===== src/hdl/frm_pkg.sv =====
// Shared types, constants and helpers for the frame rate meter.
// Used by frm_divider and frame_rate_meter_with_fallback; depends on nothing.

package frm_pkg;

   localparam int unsigned WORD_W      = 32;
   localparam int unsigned RATE_W      = 8;
   localparam int unsigned THR_W       = 4;
   localparam int unsigned CSR_INDEX_W = 2;
   localparam int unsigned CSR_DATA_W  = 8;
   localparam int unsigned COUNT_W     = 5;   // iteration counter of the divider
   localparam int unsigned MS_W        = 23;  // whole ms of a 32-bit us span fit in 23 bits
   localparam int unsigned PROD_W      = 64;

   // floor(x / 1000) == (x * MS_MAGIC) >> MS_SHIFT for any 32-bit x
   localparam logic [WORD_W-1:0] MS_MAGIC = 32'h1062_4DD3;
   localparam int unsigned       MS_SHIFT = 38;

   localparam logic [RATE_W-1:0] RATE_LIMIT_RESET      = 8'd255;
   localparam logic [THR_W-1:0]  STALL_THRESHOLD_RESET = 4'd3;

   localparam logic [CSR_INDEX_W-1:0] CSR_RATE_LIMIT      = 2'd0;
   localparam logic [CSR_INDEX_W-1:0] CSR_STALL_THRESHOLD = 2'd1;

   typedef struct packed {
      logic [WORD_W-1:0] sample_time;
      logic [WORD_W-1:0] previous_time;
      logic [WORD_W-1:0] flip_count;
      logic [WORD_W-1:0] submit_count;
   } req_type;

   typedef struct packed {
      logic [RATE_W-1:0] frames_per_second;
      logic              fallback_active;
      logic              flips_seen;
   } rsp_type;

   typedef enum logic [1:0] {
      ST_IDLE,
      ST_CALC,
      ST_SEND
   } state_type;

   typedef enum logic [1:0] {
      DIV_IDLE,
      DIV_SCALE,
      DIV_RUN
   } div_state_type;

   typedef struct packed {
      logic              start;
      logic [WORD_W-1:0] delta;
      logic [WORD_W-1:0] elapsed;
   } div_cmd_type;

   typedef struct packed {
      logic              done;
      logic              div_zero;
      logic [WORD_W-1:0] quotient;
   } div_sts_type;

   // x * 1000 modulo 2^32, as 1024 - 32 + 8
   function automatic logic [WORD_W-1:0] mul1000(input logic [WORD_W-1:0] x);
      logic [WORD_W-1:0] s10;
      logic [WORD_W-1:0] s5;
      logic [WORD_W-1:0] s3;
      s10 = x << 10;
      s5  = x << 5;
      s3  = x << 3;
      return s10 - s5 + s3;
   endfunction

endpackage


===== src/hdl/frm_divider.sv =====
// Shared arithmetic unit: scales the elapsed time to whole ms by a reciprocal
// multiply, then divides delta*1000 by it one quotient bit per cycle. Uses frm_pkg.

module frm_divider (
   input  logic                clock,
   input  logic                reset,
   input  frm_pkg::div_cmd_type cmd,
   output frm_pkg::div_sts_type sts
);

   frm_pkg::div_state_type             state_ff, state_in;
   logic [frm_pkg::WORD_W-1:0]         num_ff, num_in;
   logic [frm_pkg::WORD_W-1:0]         elapsed_ff, elapsed_in;
   logic [frm_pkg::MS_W-1:0]           ms_ff, ms_in;
   logic [frm_pkg::MS_W-1:0]           rem_ff, rem_in;
   logic [frm_pkg::COUNT_W-1:0]        count_ff, count_in;
   logic                               done_ff, done_in;

   logic [frm_pkg::PROD_W-1:0]         product;
   logic [frm_pkg::MS_W:0]             trial;
   logic [frm_pkg::MS_W:0]             diff;
   logic                               qbit;

   assign product = {{(frm_pkg::PROD_W-frm_pkg::WORD_W){1'b0}}, elapsed_ff}
                  * {{(frm_pkg::PROD_W-frm_pkg::WORD_W){1'b0}}, frm_pkg::MS_MAGIC};
   assign trial   = {rem_ff, num_ff[frm_pkg::WORD_W-1]};
   assign diff    = trial - {1'b0, ms_ff};
   assign qbit    = (trial >= {1'b0, ms_ff});

   always_comb begin
      state_in   = state_ff;
      num_in     = num_ff;
      elapsed_in = elapsed_ff;
      ms_in      = ms_ff;
      rem_in     = rem_ff;
      count_in   = count_ff;
      done_in    = 1'b0;
      unique case (state_ff)
         frm_pkg::DIV_IDLE: begin
            if (cmd.start) begin
               num_in     = cmd.delta;
               elapsed_in = cmd.elapsed;
               state_in   = frm_pkg::DIV_SCALE;
            end
         end
         frm_pkg::DIV_SCALE: begin
            num_in   = frm_pkg::mul1000(num_ff);
            ms_in    = product[frm_pkg::MS_SHIFT +: frm_pkg::MS_W];
            rem_in   = '0;
            count_in = '0;
            state_in = frm_pkg::DIV_RUN;
         end
         frm_pkg::DIV_RUN: begin
            // restoring step: quotient bits shift in as dividend bits shift out
            num_in   = {num_ff[frm_pkg::WORD_W-2:0], qbit};
            rem_in   = qbit ? diff[frm_pkg::MS_W-1:0] : trial[frm_pkg::MS_W-1:0];
            count_in = count_ff + 1'b1;
            if (count_ff == frm_pkg::COUNT_W'(frm_pkg::WORD_W - 1)) begin
               done_in  = 1'b1;
               state_in = frm_pkg::DIV_IDLE;
            end
         end
         default: begin
            state_in = frm_pkg::DIV_IDLE;
         end
      endcase
   end

   always_ff @(posedge clock) begin
      if (reset) begin
         state_ff <= frm_pkg::DIV_IDLE;
         done_ff  <= 1'b0;
      end else begin
         state_ff <= state_in;
         done_ff  <= done_in;
      end
      num_ff     <= num_in;
      elapsed_ff <= elapsed_in;
      ms_ff      <= ms_in;
      rem_ff     <= rem_in;
      count_ff   <= count_in;
   end

   assign sts.done     = done_ff;
   assign sts.div_zero = (ms_ff == '0);
   assign sts.quotient = num_ff;

endmodule


===== src/hdl/frame_rate_meter_with_fallback.sv =====
// Top level of the frame rate meter with fallback counter.
// Depends on frm_pkg and frm_divider.
//
// Usage:
//   req channel (valid/ready) carries one sample: timestamp, previous
//   timestamp, flip counter and submission counter. rsp channel (valid/ready)
//   returns exactly one result per request: held rate, fallback flag and
//   whether the flip counter moved.
//   csr port: csr_write_en with csr_index 0 (rate limit) or 1 (stall
//   threshold); other indexes are dropped. Write only while the block is idle.
// Flow:
//   One request at a time. A sample with a usable time span moves from accept
//   to rsp_valid in order: the accepting edge latches it, then one reciprocal
//   multiply for the whole ms count, the bit-serial steps of the shared
//   restoring divider, a clamp step and the load of the output register.
//   Other samples go straight to that load. req_ready returns on the edge that
//   loads the output register, so a new request waits until the last is loaded.
// Reset: rate limit 255, threshold 3, all meter state cleared, no result held.
// Stall: a result waits in the output register while rsp_ready is low; a
//   finished next result waits in the sequencer until the register frees up.

module frame_rate_meter_with_fallback (
   input  logic                                   clock,
   input  logic                                   reset,
   input  logic                                   req_valid,
   output logic                                   req_ready,
   input  frm_pkg::req_type                       req_data,
   output logic                                   rsp_valid,
   input  logic                                   rsp_ready,
   output frm_pkg::rsp_type                       rsp_data,
   input  logic                                   csr_write_en,
   input  logic [frm_pkg::CSR_INDEX_W-1:0]        csr_index,
   input  logic [frm_pkg::CSR_DATA_W-1:0]         csr_wdata
);

   frm_pkg::state_type                 state_ff, state_in;
   logic [frm_pkg::RATE_W-1:0]         rate_limit_ff, rate_limit_in;
   logic [frm_pkg::THR_W-1:0]          threshold_ff, threshold_in;
   logic [frm_pkg::RATE_W-1:0]         held_rate_ff, held_rate_in;
   logic [frm_pkg::WORD_W-1:0]         prior_flip_ff, prior_flip_in;
   logic [frm_pkg::WORD_W-1:0]         prior_submit_ff, prior_submit_in;
   logic [frm_pkg::THR_W-1:0]          idle_count_ff, idle_count_in;
   logic                               fallback_ff, fallback_in;
   logic                               flips_seen_ff, flips_seen_in;
   logic                               rsp_valid_ff, rsp_valid_in;
   frm_pkg::rsp_type                   rsp_data_ff, rsp_data_in;

   frm_pkg::div_cmd_type               div_cmd;
   frm_pkg::div_sts_type               div_sts;

   logic                               accept;
   logic                               sample_ok;
   logic [frm_pkg::WORD_W-1:0]         flip_delta;
   logic [frm_pkg::WORD_W-1:0]         submit_delta;
   logic                               out_free;
   logic [frm_pkg::THR_W-1:0]          count_next;
   logic                               fallback_next;

   assign req_ready    = (state_ff == frm_pkg::ST_IDLE);
   assign accept       = req_valid && req_ready;
   assign sample_ok    = (req_data.previous_time != '0)
                      && (req_data.previous_time < req_data.sample_time);
   assign flip_delta   = req_data.flip_count - prior_flip_ff;
   assign submit_delta = req_data.submit_count - prior_submit_ff;
   assign out_free     = !rsp_valid_ff || rsp_ready;

   // stall counting and fallback decision for a usable sample
   always_comb begin
      count_next    = idle_count_ff;
      fallback_next = fallback_ff;
      if (flip_delta == '0) begin
         if (idle_count_ff < threshold_ff) begin
            count_next = idle_count_ff + 1'b1;
         end
      end else begin
         count_next    = '0;
         fallback_next = 1'b0;
      end
      if (count_next >= threshold_ff) begin
         fallback_next = 1'b1;
      end
   end

   assign div_cmd.start   = accept && sample_ok;
   assign div_cmd.delta   = fallback_next ? submit_delta : flip_delta;
   assign div_cmd.elapsed = req_data.sample_time - req_data.previous_time;

   frm_divider u_divider (
      .clock (clock),
      .reset (reset),
      .cmd   (div_cmd),
      .sts   (div_sts)
   );

   always_comb begin
      state_in        = state_ff;
      rate_limit_in   = rate_limit_ff;
      threshold_in    = threshold_ff;
      held_rate_in    = held_rate_ff;
      prior_flip_in   = prior_flip_ff;
      prior_submit_in = prior_submit_ff;
      idle_count_in   = idle_count_ff;
      fallback_in     = fallback_ff;
      flips_seen_in   = flips_seen_ff;
      rsp_valid_in    = rsp_valid_ff && !rsp_ready;
      rsp_data_in     = rsp_data_ff;

      if (csr_write_en) begin
         unique case (csr_index)
            frm_pkg::CSR_RATE_LIMIT:      rate_limit_in = csr_wdata;
            frm_pkg::CSR_STALL_THRESHOLD: threshold_in  = csr_wdata[frm_pkg::THR_W-1:0];
            default: ;
         endcase
      end

      unique case (state_ff)
         frm_pkg::ST_IDLE: begin
            if (accept) begin
               prior_flip_in   = req_data.flip_count;
               prior_submit_in = req_data.submit_count;
               flips_seen_in   = (flip_delta != '0);
               if (sample_ok) begin
                  idle_count_in = count_next;
                  fallback_in   = fallback_next;
                  state_in      = frm_pkg::ST_CALC;
               end else begin
                  state_in = frm_pkg::ST_SEND;
               end
            end
         end
         frm_pkg::ST_CALC: begin
            if (div_sts.done) begin
               priority if (div_sts.div_zero) begin
                  held_rate_in = '0;
               end else if (div_sts.quotient >
                            {{(frm_pkg::WORD_W-frm_pkg::RATE_W){1'b0}}, rate_limit_ff}) begin
                  held_rate_in = rate_limit_ff;
               end else begin
                  held_rate_in = div_sts.quotient[frm_pkg::RATE_W-1:0];
               end
               state_in = frm_pkg::ST_SEND;
            end
         end
         frm_pkg::ST_SEND: begin
            if (out_free) begin
               rsp_valid_in                  = 1'b1;
               rsp_data_in.frames_per_second = held_rate_ff;
               rsp_data_in.fallback_active   = fallback_ff;
               rsp_data_in.flips_seen        = flips_seen_ff;
               state_in                      = frm_pkg::ST_IDLE;
            end
         end
         default: begin
            state_in = frm_pkg::ST_IDLE;
         end
      endcase
   end

   always_ff @(posedge clock) begin
      if (reset) begin
         state_ff        <= frm_pkg::ST_IDLE;
         rate_limit_ff   <= frm_pkg::RATE_LIMIT_RESET;
         threshold_ff    <= frm_pkg::STALL_THRESHOLD_RESET;
         held_rate_ff    <= '0;
         prior_flip_ff   <= '0;
         prior_submit_ff <= '0;
         idle_count_ff   <= '0;
         fallback_ff     <= 1'b0;
         flips_seen_ff   <= 1'b0;
         rsp_valid_ff    <= 1'b0;
      end else begin
         state_ff        <= state_in;
         rate_limit_ff   <= rate_limit_in;
         threshold_ff    <= threshold_in;
         held_rate_ff    <= held_rate_in;
         prior_flip_ff   <= prior_flip_in;
         prior_submit_ff <= prior_submit_in;
         idle_count_ff   <= idle_count_in;
         fallback_ff     <= fallback_in;
         flips_seen_ff   <= flips_seen_in;
         rsp_valid_ff    <= rsp_valid_in;
      end
      rsp_data_ff <= rsp_data_in;
   end

   assign rsp_valid = rsp_valid_ff;
   assign rsp_data  = rsp_data_ff;

`ifndef SYNTHESIS
   // divider completion only while the sequencer waits on it
   a_done_in_calc: assert property (@(posedge clock) disable iff (reset)
      div_sts.done |-> (state_ff == frm_pkg::ST_CALC))
      else $error("divider finished outside of calc state");

   // a sample without a usable time span skips the divider
   a_invalid_skips_div: assert property (@(posedge clock) disable iff (reset)
      (accept && !sample_ok) |=> (state_ff == frm_pkg::ST_SEND))
      else $error("unusable sample did not go straight to send");

   // a result leaving the sequencer lands in the output register
   a_send_loads_output: assert property (@(posedge clock) disable iff (reset)
      (state_ff == frm_pkg::ST_SEND && out_free) |=> (rsp_valid && req_ready))
      else $error("result not loaded into output register");
`endif

endmodule


===== config.mk =====
export PLATFORM = sky130hd
export DESIGN_NAME = frame_rate_meter_with_fallback
export DESIGN_NICKNAME = d
export VERILOG_FILES = /design/src/hdl/frm_pkg.sv /design/src/hdl/frm_divider.sv /design/src/hdl/frame_rate_meter_with_fallback.sv
export SDC_FILE = /design/constraint.sdc
export NUM_CORES = 2
export LEC_CHECK = 0
export BUFFER_PORTS_ARGS = -buffer_cell sky130_fd_sc_hd__buf_2
export CORE_ASPECT_RATIO = 0.6
export CORE_MARGIN = 10
export CORE_UTILIZATION = 40
export DETAILED_ROUTE_END_ITERATION = 7
export PLACE_DENSITY_LB_ADDON = 0.12
export SYNTH_ARGS = -nofsm -noshare
export SYNTH_HDL_FRONTEND = slang
export SYNTH_SLANG_ARGS = --single-unit

===== constraint.sdc =====
create_clock -name clock -period 23.5 [get_ports clock]
set_clock_uncertainty 0.15 [all_clocks]
set_input_delay 4.7 -clock clock [delete_from_list [all_inputs] [get_ports clock]]
set_output_delay 4.7 -clock clock [all_outputs]
set_load 0.02 [all_outputs]

==> flow_metrics.env <==
export IMPL_sequential_fraction_of_the_synthesis_area_pct=17.7
export IMPL_grt_max_degree=66
export IMPL_antenna_violating_nets_left=0
export IMPL_slew_headroom_pct=27.3
export IMPL_critical_path_peak_fanout=16
export IMPL_synthMuxAreaShare_pct=0.773
export IMPL_drt_initial_drc_count=2448
export IMPL_place_gp_congestion=0.942
export IMPL_io_pin_count=155
export IMPL_overflow=0
export IMPL_min_period_over_period_pct=45.0
export IMPL_post_cts_buffers=0
export IMPL_start_util_pct=40.3
export IMPL_tightest_slew_ns=1.08
export IMPL_grt_util_all_layers_pct=21.9
export IMPL_tritoncts_clock_tree="done"
export IMPL_fin_tns_setup_ns=0
export IMPL_worstSetupStartpointType="input pin"
export IMPL_post_cts_resize_count=0
export IMPL_fp_dieArea_um2=92200
export IMPL_met2WireLength_mm=32.2
export IMPL_grt_first_pass_wirelength_mm=154
export IMPL_detail_route_wl_per_cell_um=21.5
export IMPL_maxCapViolations=0
export IMPL_clock_sinks=221
export IMPL_timing_final_max_slew_violations=0
export IMPL_met3RoutedLength_mm=10.8
export IMPL_min_path_type="register to register"
export IMPL_synth_async_sr_flop_share_pct=0
export IMPL_grt_pass1_vias=24000
export IMPL_cts_hold_buf=0
export IMPL_clkLatencyLatePin_ns=0.59
export IMPL_routed_top_layer="met5"
export IMPL_fp_row_count=80
export IMPL_synth_top_area_cell="ha_1"
export IMPL_ctsLongestPathBuffers=3
export IMPL_netlist_cell_type_count=90
export IMPL_combinational_family_with_the_most_area_after_synthesis="adder cells"
export IMPL_fin_util_pct=44.0
export IMPL_total_length_of_routed_wires_mm=102
export IMPL_synth_area_top_cells="ha_1 (22%), fa_1 (20%), edfxtp_1 (12%), inv_1 (9.0%), dfxtp_1 (6.0%)"
export IMPL_final_hold_viol_count=0
export IMPL_syn_cell_area_um2=32000
export IMPL_synth_xor_area_share_pct=3.64
export IMPL_cp_data_required_time_ns=23.74
export IMPL_rsz0062_at_grt="false"
export IMPL_dp_final_hpwl_mm=87.0
export IMPL_avgViaCountPerCell=5.28
export IMPL_ys_flop_type="edfxtp_1"
export IMPL_number_of_antenna_violations_at_the_first_check_in_global_routing=4
export IMPL_detail_route_first_pass_iterations=8
export IMPL_fmax_mhz=94.5
export IMPL_synthTopCellsByCount="inv_1 (769), ha_1 (560), fa_1 (323)"
export IMPL_synth_simple_area_share_pct=10.8
export IMPL_synth_nets=4565
export IMPL_detailroute_via_count=25100
export IMPL_clk_root_buffer_cell="clkbuf_16"
export IMPL_cp_data_arrival_time_ns=10.82
export IMPL_final_net_count=4696
export IMPL_avg_cell_area_syn_um2=9.05
export IMPL_regToRegSetupSlack_ns=14.38
export IMPL_period_minus_slack_ns=10.58
export IMPL_tritoncts_num_buffers=27
export IMPL_synth_edf_count=125
export IMPL_met1_length_mm=58.4
export IMPL_area_grow_syn2layout_pct=9.19
export IMPL_fraction_of_the_mapped_netlist_area_in_compound_gates_pct=15.0
export IMPL_ys_seq_elements=221
export IMPL_chipHeight_um=239
export IMPL_adder_cell_fraction_of_synth_area_pct=42.1
export IMPL_multi_input_comb_area_um2=23200
export IMPL_design_core_area_um2=79500
export IMPL_htree_num_levels=1
export IMPL_criticalPathCategory="input pin to register"
export IMPL_final_setup_viol_count=0
export IMPL_detail_route_drc_violations=0
export IMPL_post_route_cells_drive_above_1_share_pct=7.50
export IMPL_number_of_fill_cells=8017
export IMPL_critical_path_endpoint_type="register"
export IMPL_status="completed"
export IMPL_seq_area_um2=5680
export IMPL_syn_instance_count=3539
export IMPL_netlist_area_leader_share_pct=21.9
export IMPL_port_buffers=154
export IMPL_yosys_warnings=0
export IMPL_library_cell_with_the_highest_instance_count_after_synthesis="inv_1"
export IMPL_fp_dieW_um=385
export IMPL_cts_reportedPaths_clkPinSlew_ns=0.07
==> metal layers <==
layer	track usage (%)	vias up
met5	0	-
met3	7.38	43
met4	1.20	2
li1	-	12300
met2	24.1	815
met1	38.6	12000
==> cells by family (layout without fill, tap and decap cells) <==
logic type | count (synthesis) | in the layout
mux | 24 | 24
simple gates | 706 | 706
other cells | 0 | 3
fa+ha+maj | 883 | 883
compound gates | 726 | 726
buf+inv | 846 | 998
xor+xnor | 133 | 133
flops | 221 | 221
==> worst max-delay path, stage by stage <==
cell and delay [ns]:
buf_2 0.10, inv_1 0.04, ha_1 0.21, fa_1 0.41, nand2b_1 0.19, a21oi_1 0.33, o22ai_2 0.19, o21ai_1 0.23
o31ai_2 0.13, o31ai_1 0.59, xor2_1 0.22, nor4_1 0.40, and4_1 0.34, nand3_1 0.11, ha_1 0.28, nand2b_1 0.14
a21o_1 0.17, a21o_1 0.18, a21oi_1 0.72, nand2b_1 0.65, nor2_1 0.29, a221oi_1 0.08, o31ai_1 0.11
==> final timing paths <==
kind,start,end,cells after the start
max,req_data[32],u_divider.num_ff[18],23
min,flips_seen_ff,rsp_data[0],0
max reg2reg,u_divider.elapsed_ff[17],u_divider.ms_ff[21],24
min reg2reg,flips_seen_ff,rsp_data[0],0
==> stage by stage <==
stage | setup WS, ns | instances | hold slack [ns] | cell area [um^2]
after global routing | 12.50 | 4757 | 0.304 | 35000
after CTS | 13.11 | 4757 | 0.288 | 35000
after global placement | 12.65 | 4707 | 0.264 | 34000
final | 12.92 | 4760 | 0.285 | 35000
after detailed placement | 12.52 | 4707 | 0.268 | 34000
after floorplan | 12.24 | 3539 | 0.258 | 32000
==> layout by cell type (no fill, tap or decap), drive strengths merged, types with 96 or more instances in the layout <==
master,n
inv,773
nor2,123
buf,178
dfxtp,96
nand2,244
ha,560
edfxtp,125
fa,323
a21o,102
o21ai,125
a21oi,230
==> area by class of cell <==
class                      count  area share, %
multi-input combinational   2472           66.3
sequential                   221           16.2
inverter                     770           8.26
tap                         1066           3.81
timing repair buffer         178           2.72
clock buffer                  36           2.17
clock inverter                14          0.486
antenna                        3         0.0215
==> flip-flops by register name, indices dropped and copies added (netlist names) <==
register / flops
rate_limit_ff: 8
u_divider.rem_ff: 23
u_divider.elapsed_ff: 32
fallback_ff: 1
u_divider.count_ff: 5
state_ff: 2
idle_count_ff: 4
u_divider.state_ff: 2
flips_seen_ff: 1
rsp_valid: 1
u_divider.done_ff: 1
prior_flip_ff: 32
u_divider.ms_ff: 23
u_divider.num_ff: 32
held_rate_ff: 8
rsp_data: 10
threshold_ff: 4
prior_submit_ff: 32
Power is not shown: default switching activity piles up to over one toggle a cycle in this logic, so the estimate is an artifact.
